===== src/design/swm_pkg.sv =====
`default_nettype none
package swm_pkg;

  localparam int unsigned WINDOW   = 10;
  localparam int unsigned SAMPLE_W = 32;
  localparam int unsigned OUT_W    = SAMPLE_W + 1;
  localparam int unsigned AGE_W    = $clog2(WINDOW);
  localparam int unsigned LO_IDX   = (WINDOW - 1) / 2;
  localparam int unsigned HI_IDX   = WINDOW / 2;
  localparam logic [AGE_W-1:0] OLDEST_AGE = AGE_W'(WINDOW - 1);

  // contents of one cell as seen by its neighbors
  typedef struct packed {
    logic                       valid;
    logic                       le;     // valid and value <= incoming sample
    logic signed [SAMPLE_W-1:0] value;
    logic [AGE_W-1:0]           age;
  } swm_cell_t;

  // left-to-right link between cells
  typedef struct packed {
    logic ale;   // entry at this place after eviction is <= incoming sample
    logic dpre;  // evicted entry sits at or left of this place
  } swm_link_t;

endpackage
`default_nettype wire


===== src/design/swm_cell.sv =====
`default_nettype none
module swm_cell (
  input  wire logic                               clk_i,
  input  wire logic                               rst_ni,
  input  wire logic                               load_i,
  input  wire logic                               full_i,
  input  wire logic signed [swm_pkg::SAMPLE_W-1:0] sample_i,
  input  wire swm_pkg::swm_cell_t                 left_state_i,
  input  wire swm_pkg::swm_link_t                 left_link_i,
  input  wire swm_pkg::swm_cell_t                 right_state_i,
  output swm_pkg::swm_cell_t                      state_o,
  output swm_pkg::swm_link_t                      link_o
);
  import swm_pkg::*;

  logic                       valid_q, valid_d;
  logic signed [SAMPLE_W-1:0] value_q, value_d;
  logic [AGE_W-1:0]           age_q, age_d;

  logic      del;
  swm_cell_t self_s;
  swm_cell_t a_cur;   // entry at this place after eviction
  swm_cell_t a_prev;  // entry at the left place after eviction

  always_comb begin
    self_s.valid = valid_q;
    self_s.le    = valid_q && (value_q <= sample_i);
    self_s.value = value_q;
    self_s.age   = age_q;
  end

  assign del         = full_i && valid_q && (age_q == OLDEST_AGE);
  assign link_o.dpre = left_link_i.dpre | del;
  assign a_cur       = link_o.dpre ? right_state_i : self_s;
  assign a_prev      = left_link_i.dpre ? self_s : left_state_i;
  assign link_o.ale  = a_cur.le;
  assign state_o     = self_s;

  always_comb begin
    if (a_cur.le) begin
      valid_d = a_cur.valid;
      value_d = a_cur.value;
      age_d   = a_cur.age + AGE_W'(1);
    end else if (left_link_i.ale) begin
      valid_d = 1'b1;
      value_d = sample_i;
      age_d   = '0;
    end else begin
      valid_d = a_prev.valid;
      value_d = a_prev.value;
      age_d   = a_prev.age + AGE_W'(1);
    end
  end

  always_ff @(posedge clk_i or negedge rst_ni) begin
    if (!rst_ni) begin
      valid_q <= 1'b0;
    end else if (load_i) begin
      valid_q <= valid_d;
    end
  end

  always_ff @(posedge clk_i) begin
    if (load_i) begin
      value_q <= value_d;
      age_q   <= age_d;
    end
  end

endmodule
`default_nettype wire


===== src/design/sliding_window_median.sv =====
// Sliding window median filter.
// Input channel: sample_i (signed 32-bit, 8 fraction bits) with sample_valid_i;
// a request is taken at a clock edge where sample_valid_i is high and
// sample_stall_o is low.
// Output channel: median_x2_o (signed 33-bit, twice the window median) with
// median_valid_o; the downstream side holds it with median_stall_i.
// The window is a row of WINDOW cells kept in sorted order; each request inserts
// the new sample and, once the window is full, evicts the oldest entry in the same update.
// No result is produced for the first WINDOW-1 requests after reset; every
// later request yields exactly one result.
// The sorted cells are registered first; the middle-pair sum then goes into
// the output register once that register is free.
// Throughput: one request per cycle while the output is not stalled.
// Reset empties the window and drops any pending result.
// When median_stall_i holds a result, one more request can be sorted in; after
// that sample_stall_o rises until the output register frees up.
`default_nettype none
module sliding_window_median (
  input  wire logic                                clk_i,
  input  wire logic                                rst_ni,
  input  wire logic signed [swm_pkg::SAMPLE_W-1:0] sample_i,
  input  wire logic                                sample_valid_i,
  output logic                                     sample_stall_o,
  output logic signed [swm_pkg::OUT_W-1:0]         median_x2_o,
  output logic                                     median_valid_o,
  input  wire logic                                median_stall_i
);
  import swm_pkg::*;

  swm_cell_t cell_state [WINDOW];
  swm_link_t cell_link  [WINDOW];
  swm_cell_t left_state [WINDOW];
  swm_link_t left_link  [WINDOW];
  swm_cell_t right_state[WINDOW];

  logic load, full, emit, out_free;
  logic pend_q, out_valid_q;
  logic signed [OUT_W-1:0] median_q, median_d;

  assign full     = cell_state[WINDOW-1].valid;
  assign emit     = cell_state[WINDOW-2].valid;
  assign out_free = !out_valid_q || !median_stall_i;
  assign sample_stall_o = pend_q && !out_free;
  assign load     = sample_valid_i && !sample_stall_o;

  for (genvar i = 0; i < WINDOW; i++) begin : g_cell
    if (i == 0) begin : g_first
      assign left_state[i] = '0;
      assign left_link[i]  = '{ale: 1'b1, dpre: 1'b0};
    end else begin : g_mid
      assign left_state[i] = cell_state[i-1];
      assign left_link[i]  = cell_link[i-1];
    end
    if (i == WINDOW - 1) begin : g_last
      assign right_state[i] = '0;
    end else begin : g_body
      assign right_state[i] = cell_state[i+1];
    end

    swm_cell u_cell (
      .clk_i         (clk_i),
      .rst_ni        (rst_ni),
      .load_i        (load),
      .full_i        (full),
      .sample_i      (sample_i),
      .left_state_i  (left_state[i]),
      .left_link_i   (left_link[i]),
      .right_state_i (right_state[i]),
      .state_o       (cell_state[i]),
      .link_o        (cell_link[i])
    );
  end

  assign median_d = OUT_W'(cell_state[LO_IDX].value) + OUT_W'(cell_state[HI_IDX].value);

  always_ff @(posedge clk_i or negedge rst_ni) begin
    if (!rst_ni) begin
      pend_q      <= 1'b0;
      out_valid_q <= 1'b0;
    end else begin
      if (out_free) begin
        out_valid_q <= pend_q;
      end
      if (load) begin
        pend_q <= emit;
      end else if (out_free) begin
        pend_q <= 1'b0;
      end
    end
  end

  always_ff @(posedge clk_i) begin
    if (pend_q && out_free) begin
      median_q <= median_d;
    end
  end

  assign median_x2_o    = median_q;
  assign median_valid_o = out_valid_q;

endmodule
`default_nettype wire


===== config.mk =====
export PLATFORM = sky130hd
export DESIGN_NAME = sliding_window_median
export DESIGN_NICKNAME = d
export VERILOG_FILES = /design/src/design/swm_pkg.sv /design/src/design/swm_cell.sv /design/src/design/sliding_window_median.sv
export SDC_FILE = /design/constraint.sdc
export NUM_CORES = 2
export LEC_CHECK = 0
export ABC_CLOCK_PERIOD_IN_PS = 11500
export BUFFER_PORTS_ARGS = -buffer_cell sky130_fd_sc_hd__buf_2
export CORE_UTILIZATION = 30
export DETAILED_ROUTE_END_ITERATION = 6
export PLACE_DENSITY = 0.52
export SYNTH_ARGS = -nofsm -noshare
export SYNTH_HDL_FRONTEND = slang
export SYNTH_SLANG_ARGS = --single-unit

===== constraint.sdc =====
create_clock -name clk_i -period 11.5 [get_ports clk_i]
set_clock_uncertainty 0.1 [all_clocks]
set_input_delay 2.3 -clock clk_i [delete_from_list [all_inputs] [get_ports clk_i]]
set_output_delay 2.3 -clock clk_i [all_outputs]
set_load 0.005 [all_outputs]

== Yosys cells after proc, flatten, opt, wreduce, memory -nomap -nowiden ==
Cells that the tools add are included.

* Bits in registers: 405
* Output and inout bits: 35
* Logic and storage cells: 181

* Add/subtract/negate cells: 11
* Order comparisons: 10
* Equal/unequal tests: 11
* Multiplexer cells: 68
* Bitwise operators: 9
* Reductions and logical operators: 39

{| class="wikitable"
|+ Operators by type and width
! cell !! count
|-
| two-way mux 32 bit || 19
|-
| two-way mux 38 bit || 10
|-
| <= comparator 32 bit || 10
|-
| two-way mux 4 bit || 18
|-
| adder 4 x 1 -> 4 bit (second input constant) || 10
|-
| equality test 4 bit (second input constant) || 10
|-
| adder 32 x 32 -> 33 bit || 1
|-
| logical AND 1 bit || 32
|-
| two-way mux 1 bit || 21
|-
| bitwise OR 1 bit || 9
|-
| zero test 1 bit || 4
|-
| != test 2 x 1 -> 1 bit (second input constant) || 1
|-
| AND reduction 2 bit || 1
|-
| nonzero test 2 bit || 1
|-
| logical OR 1 bit || 1
|}

== Depth between registers and ports, before layout ==
* Depth after elaboration: 14
* Mapped depth: 15
* Depth with buffers taken out: 12

== Modules after synthesis ==
From an unflattened synthesis, not the netlist that was laid out.

* Cell total of the unflattened synthesis: 3,588
* Area total of the unflattened synthesis: 34,702.0 µm²

{| class="wikitable"
|+ By module, submodules not included
! module !! times used !! cells each !! area an instance (µm²) !! seq. area each (µm²)
|-
| swm_cell at g_cell[0].u_cell ... || 9 || 327 || 3,175.5 || 1,106.1
|-
| swm_cell at g_cell[9].u_cell || 1 || 326 || 3,105.5 || 1,106.1
|-
| sliding_window_median || 1 || 319 || 3,016.6 || 1,041.0
|}

== Worst setup path after synthesis ==
OpenSTA, ideal clock, no wires.

* Path kind: input port to flip-flop
* Start: input port median_stall_i
* End: register g_cell[3].u_cell.valid_q
* Setup time: 428 ps
* Data arrival time: 9,378 ps
* Required time: 10,972 ps
* Setup slack: 1,594 ps
* Stages on the path: 5
* Path buffers: 1
* Path through: nand3_1 -> nand2_1 -> clkbuf_1 -> inv_1 -> a41oi_1

* Cells in the longest elaborated chain, start to end: 6

{| class="wikitable"
|+ RTL lines
! what !! line !! RTL
|-
| from (decl) || sliding_window_median.sv:26 || <nowiki>input wire logic median_stall_i</nowiki>
|-
| zero test 1 bit || sliding_window_median.sv:42 || <nowiki>assign out_free = !out_valid_q || !median_stall_i;</nowiki>
|-
| logical OR 1 bit || sliding_window_median.sv:42 ||
|-
| zero test 1 bit || sliding_window_median.sv:43 || <nowiki>assign sample_stall_o = pend_q && !out_free;</nowiki>
|-
| logical AND 1 bit || sliding_window_median.sv:43 ||
|-
| zero test 1 bit || sliding_window_median.sv:44 || <nowiki>assign load = sample_valid_i && !sample_stall_o;</nowiki>
|-
| logical AND 1 bit || sliding_window_median.sv:44 ||
|-
| named net g_cell[0].u_cell.load_i || swm_cell.sv:5 || <nowiki>input wire logic load_i,</nowiki>
|-
| to (signal assigned) || swm_cell.sv:59 || <nowiki>valid_q <= valid_d;</nowiki>
|-
| to (decl) || swm_cell.sv:16 || <nowiki>logic valid_q, valid_d;</nowiki>
|}

The timed path passes the listed nets, and every way through them passes these cells.
A chain may end at the register's enable or synchronous reset.

== Worst setup path after layout ==
* Start: input port sample_i[31] in the netlist's numbering
* End: register g_cell[2].u_cell.value_q[12] (data pin)

* Cells in the longest elaborated chain, start to end: 5

{| class="wikitable"
|+ RTL lines
! what !! line !! RTL
|-
| from (decl) || sliding_window_median.sv:21 || <nowiki>input wire logic signed [swm_pkg::SAMPLE_W-1:0] sample_i,</nowiki>
|-
| <= comparator 32 bit || swm_cell.sv:27 || <nowiki>self_s.le = valid_q && (value_q <= sample_i);</nowiki>
|-
| logical AND 1 bit || swm_cell.sv:27 ||
|-
| two-way mux 38 bit || n/a ||
|-
| two-way mux 32 bit || swm_cell.sv:44 || <nowiki>end else if (left_link_i.ale) begin</nowiki>
|-
| two-way mux 32 bit * || swm_cell.sv:40 || <nowiki>if (a_cur.le) begin</nowiki>
|-
| named net g_cell[2].u_cell.value_d[12] || swm_cell.sv:17 || <nowiki>logic signed [SAMPLE_W-1:0] value_q, value_d;</nowiki>
|-
| to (signal assigned) || swm_cell.sv:65 || <nowiki>value_q <= value_d;</nowiki>
|-
| to (decl) || swm_cell.sv:17 ||
|}

Mark *: on every way through the listed nets, which the timed path passes. The rest lies on a longest branch.

==> metrics <==
status finished with violations; failing checks design-rule violations; Seq/Total Area, Yosys 37.5%; vias per inst 6.04; vias 28,400; Core Area 0.107 mm²; Mapped Avg Cell Area 9.72 µm²; Initial Util 30.2%; final worst-path cycle share 62.8%; ys flop type edfxtp_1; Critical Path AT 7.62 ns; worst-margin pin slew 1.25 ns; Worst-path clk slew 0.06 ns; layout cells sized above 1 7.37%; Netlist cell types 89; clock latency at the later pin of the worst-skew pair 0.65 ns; TritonCTS clock tree built; Hold WC Path Type reg2reg; Area Growth Syn to Fin 10.4%; async set-reset flop share out of synthesis 2.96%; die height 330 µm; DRC viols 1; initial drt markers 3,341; Tot GR Track Use 22.5%; number of antenna-violating nets in the routed design 0; H-tree levels 2; IO Pins 71; Tmin final 7.22 ns; GP Congestion 0.931; final slew viol count 0; Post-CTS Resized 0; kind of critical path in2reg; Max clock buf depth 3; largest net degree at the start of global routing 154; DPL Wire Length 86,000 µm; Critical Path RT 11.90 ns; CP peak stage delay 1.03 ns; DIE AREA 0.109 mm²; Cell Area, Placed 0.0340 mm²; first-pass GRT wire length 184,000 µm; dominant cell type by area after synthesis edfxtp_1; Util after Layout 33.4%; EDFF count, synth 393; CTS Buf Count 51; Netlist Area Pre-Place 0.0323 mm²; Final Hold Viols 0; slowest CP cell nor4_1; #FFs+latches synth 405; nets 3,655; number of port buffers 70; CP Capture Type register; Post-CTS Setup Bufs 0; clk sink count 405; Root Buffer clkbuf_16; Post-Route WL 126,000 µm; width of the die 330 µm; Mapped Nets 3,723; initial antenna violation count 7; Synth Instances 3,324; slew margin rel. 16.5%; Cell Rows 120; Critical Path, Cell by Cell buf_2 > inv_1 > ha_1 > nand4_1 > nor4_1 > nand4_1 > nand3_1 > o32ai_1 > a311oi_4 > buf_4 > buf_4 > a22oi_1 > nor2_1 > a221o_1; DR pass1 iterations 7; RSZ-0062 raised after global routing false; Startpoint Class primary input; vias in the first global route 26,300; GRT overflow 0; critical path fanouts, max 50; final setup TNS 0 ns; Worst Path Buf+Inv 4; top cells by area, synth edfxtp_1, ha_1, mux2i_1; CP delay by family, top simple AND/OR/NAND/NOR gates; final setup vio count 0; Max Clk Rate 139 MHz; top-area cell type share of the netlist area 36.5%; average wire per standard cell 26.8 µm; YS warnings 0; post-route cell area 0.0357 mm²; # hold bufs at CTS 0; max_cap viols 0
layer usage:
layer / vias up / GRT usage, % / wire, µm
met3: 185 / 3.11 / 10000
met4: 0 / 6.74 / 3640
met1: 14000 / 32.0 / 55400
li1: 12900 / - / -
met2: 1327 / 35.3 / 57100
met5: - / 0 / 0
worst paths after layout:
kind	to	slack, ns	cells after the start	from
min in group asynchronous	g_cell[0].u_cell.valid_q$_DFFE_PN0P_	1.50	1	rst_ni
hold reg to reg	median_valid_o$_DFFE_PN0N_	0.38	1	pend_q$_DFFE_PN0P_
setup / recovery	g_cell[2].u_cell.value_q[12]$_DFFE_PP_	4.28	14	sample_i[31]
hold / removal	median_valid_o$_DFFE_PN0N_	0.38	1	pend_q$_DFFE_PN0P_
setup reg to reg	g_cell[2].u_cell.value_q[12]$_DFFE_PP_	6.20	12	g_cell[2].u_cell.value_q[31]$_DFFE_PP_
max in group asynchronous	g_cell[7].u_cell.valid_q$_DFFE_PN0P_	9.48	1	rst_ni
cells in the final DEF (no fill, tap or decap), drive strengths merged, types with 46 or more instances in the layout:
cell type | netlist | layout
a21o | 46 | 46
a21oi | 178 | 178
buf | 90 | 122
clkbuf | 153 | 66
edfxtp | 393 | 393
ha | 362 | 362
inv | 73 | 74
mux2i | 234 | 234
nand2 | 329 | 329
nand3 | 55 | 55
nand4 | 63 | 63
nor2 | 266 | 266
o211ai | 84 | 84
o21ai | 177 | 177
o221ai | 64 | 64
o22ai | 81 | 81
flip-flops by register name, summed over array words and instances (netlist names):
signal,count
pend_q,1
g_cell.u_cell.value_q,320
g_cell.u_cell.age_q,40
median_valid_o,1
median_x2_o,33
g_cell.u_cell.valid_q,10
per-stage QoR:
stage | hold WS [ns] | std cells | setup slack [ns]
after global placement | 0.367 | 4606 | 4.05
after detailed placement | 0.380 | 4606 | 4.03
after floorplan | 0.343 | 3324 | 1.59
after global routing | 0.422 | 4702 | 4.28
after CTS | 0.394 | 4701 | 4.67
final | 0.384 | 4703 | 4.28
layout make-up:
cell class              instances  area [µm²]
fillers                     10900       71200
multi-input cells            2603       19100
flip-flops and latches        405       12100
well taps                    1403        1760
clock buffers                  66        1400
repair buffers                122         753
clock inverters                29         284
inverters                      73         282
diodes                          2        5.00
logic make-up after synthesis:
family	Yosys count	synth area share, %
adders and majority gates	363	14.1
DFF	405	37.5
muxes	241	7.49
buffers and inverters	316	4.09
AOI/OAI and AO/OA	1018	21.9
and+or+nand+nor	934	13.7
xor gates and xnor gates	47	1.27
cells in the mapped netlist, drive strengths merged (35+ instances only):
master / count
nand3: 55
edfxtp: 393
nand2: 329
nand4: 63
a21oi: 178
o31ai: 44
a21o: 46
a211oi: 40
nand2b: 44
o22ai: 81
o21ai: 177
a221oi: 36
o22a: 35
ha: 362
buf: 90
mux2i: 234
inv: 73
xnor2: 35
nor2: 266
clkbuf: 153
o221ai: 64
a31oi: 38
o211ai: 84
Power is not shown: default switching activity piles up to over one toggle a cycle in this logic, so the estimate is an artifact.
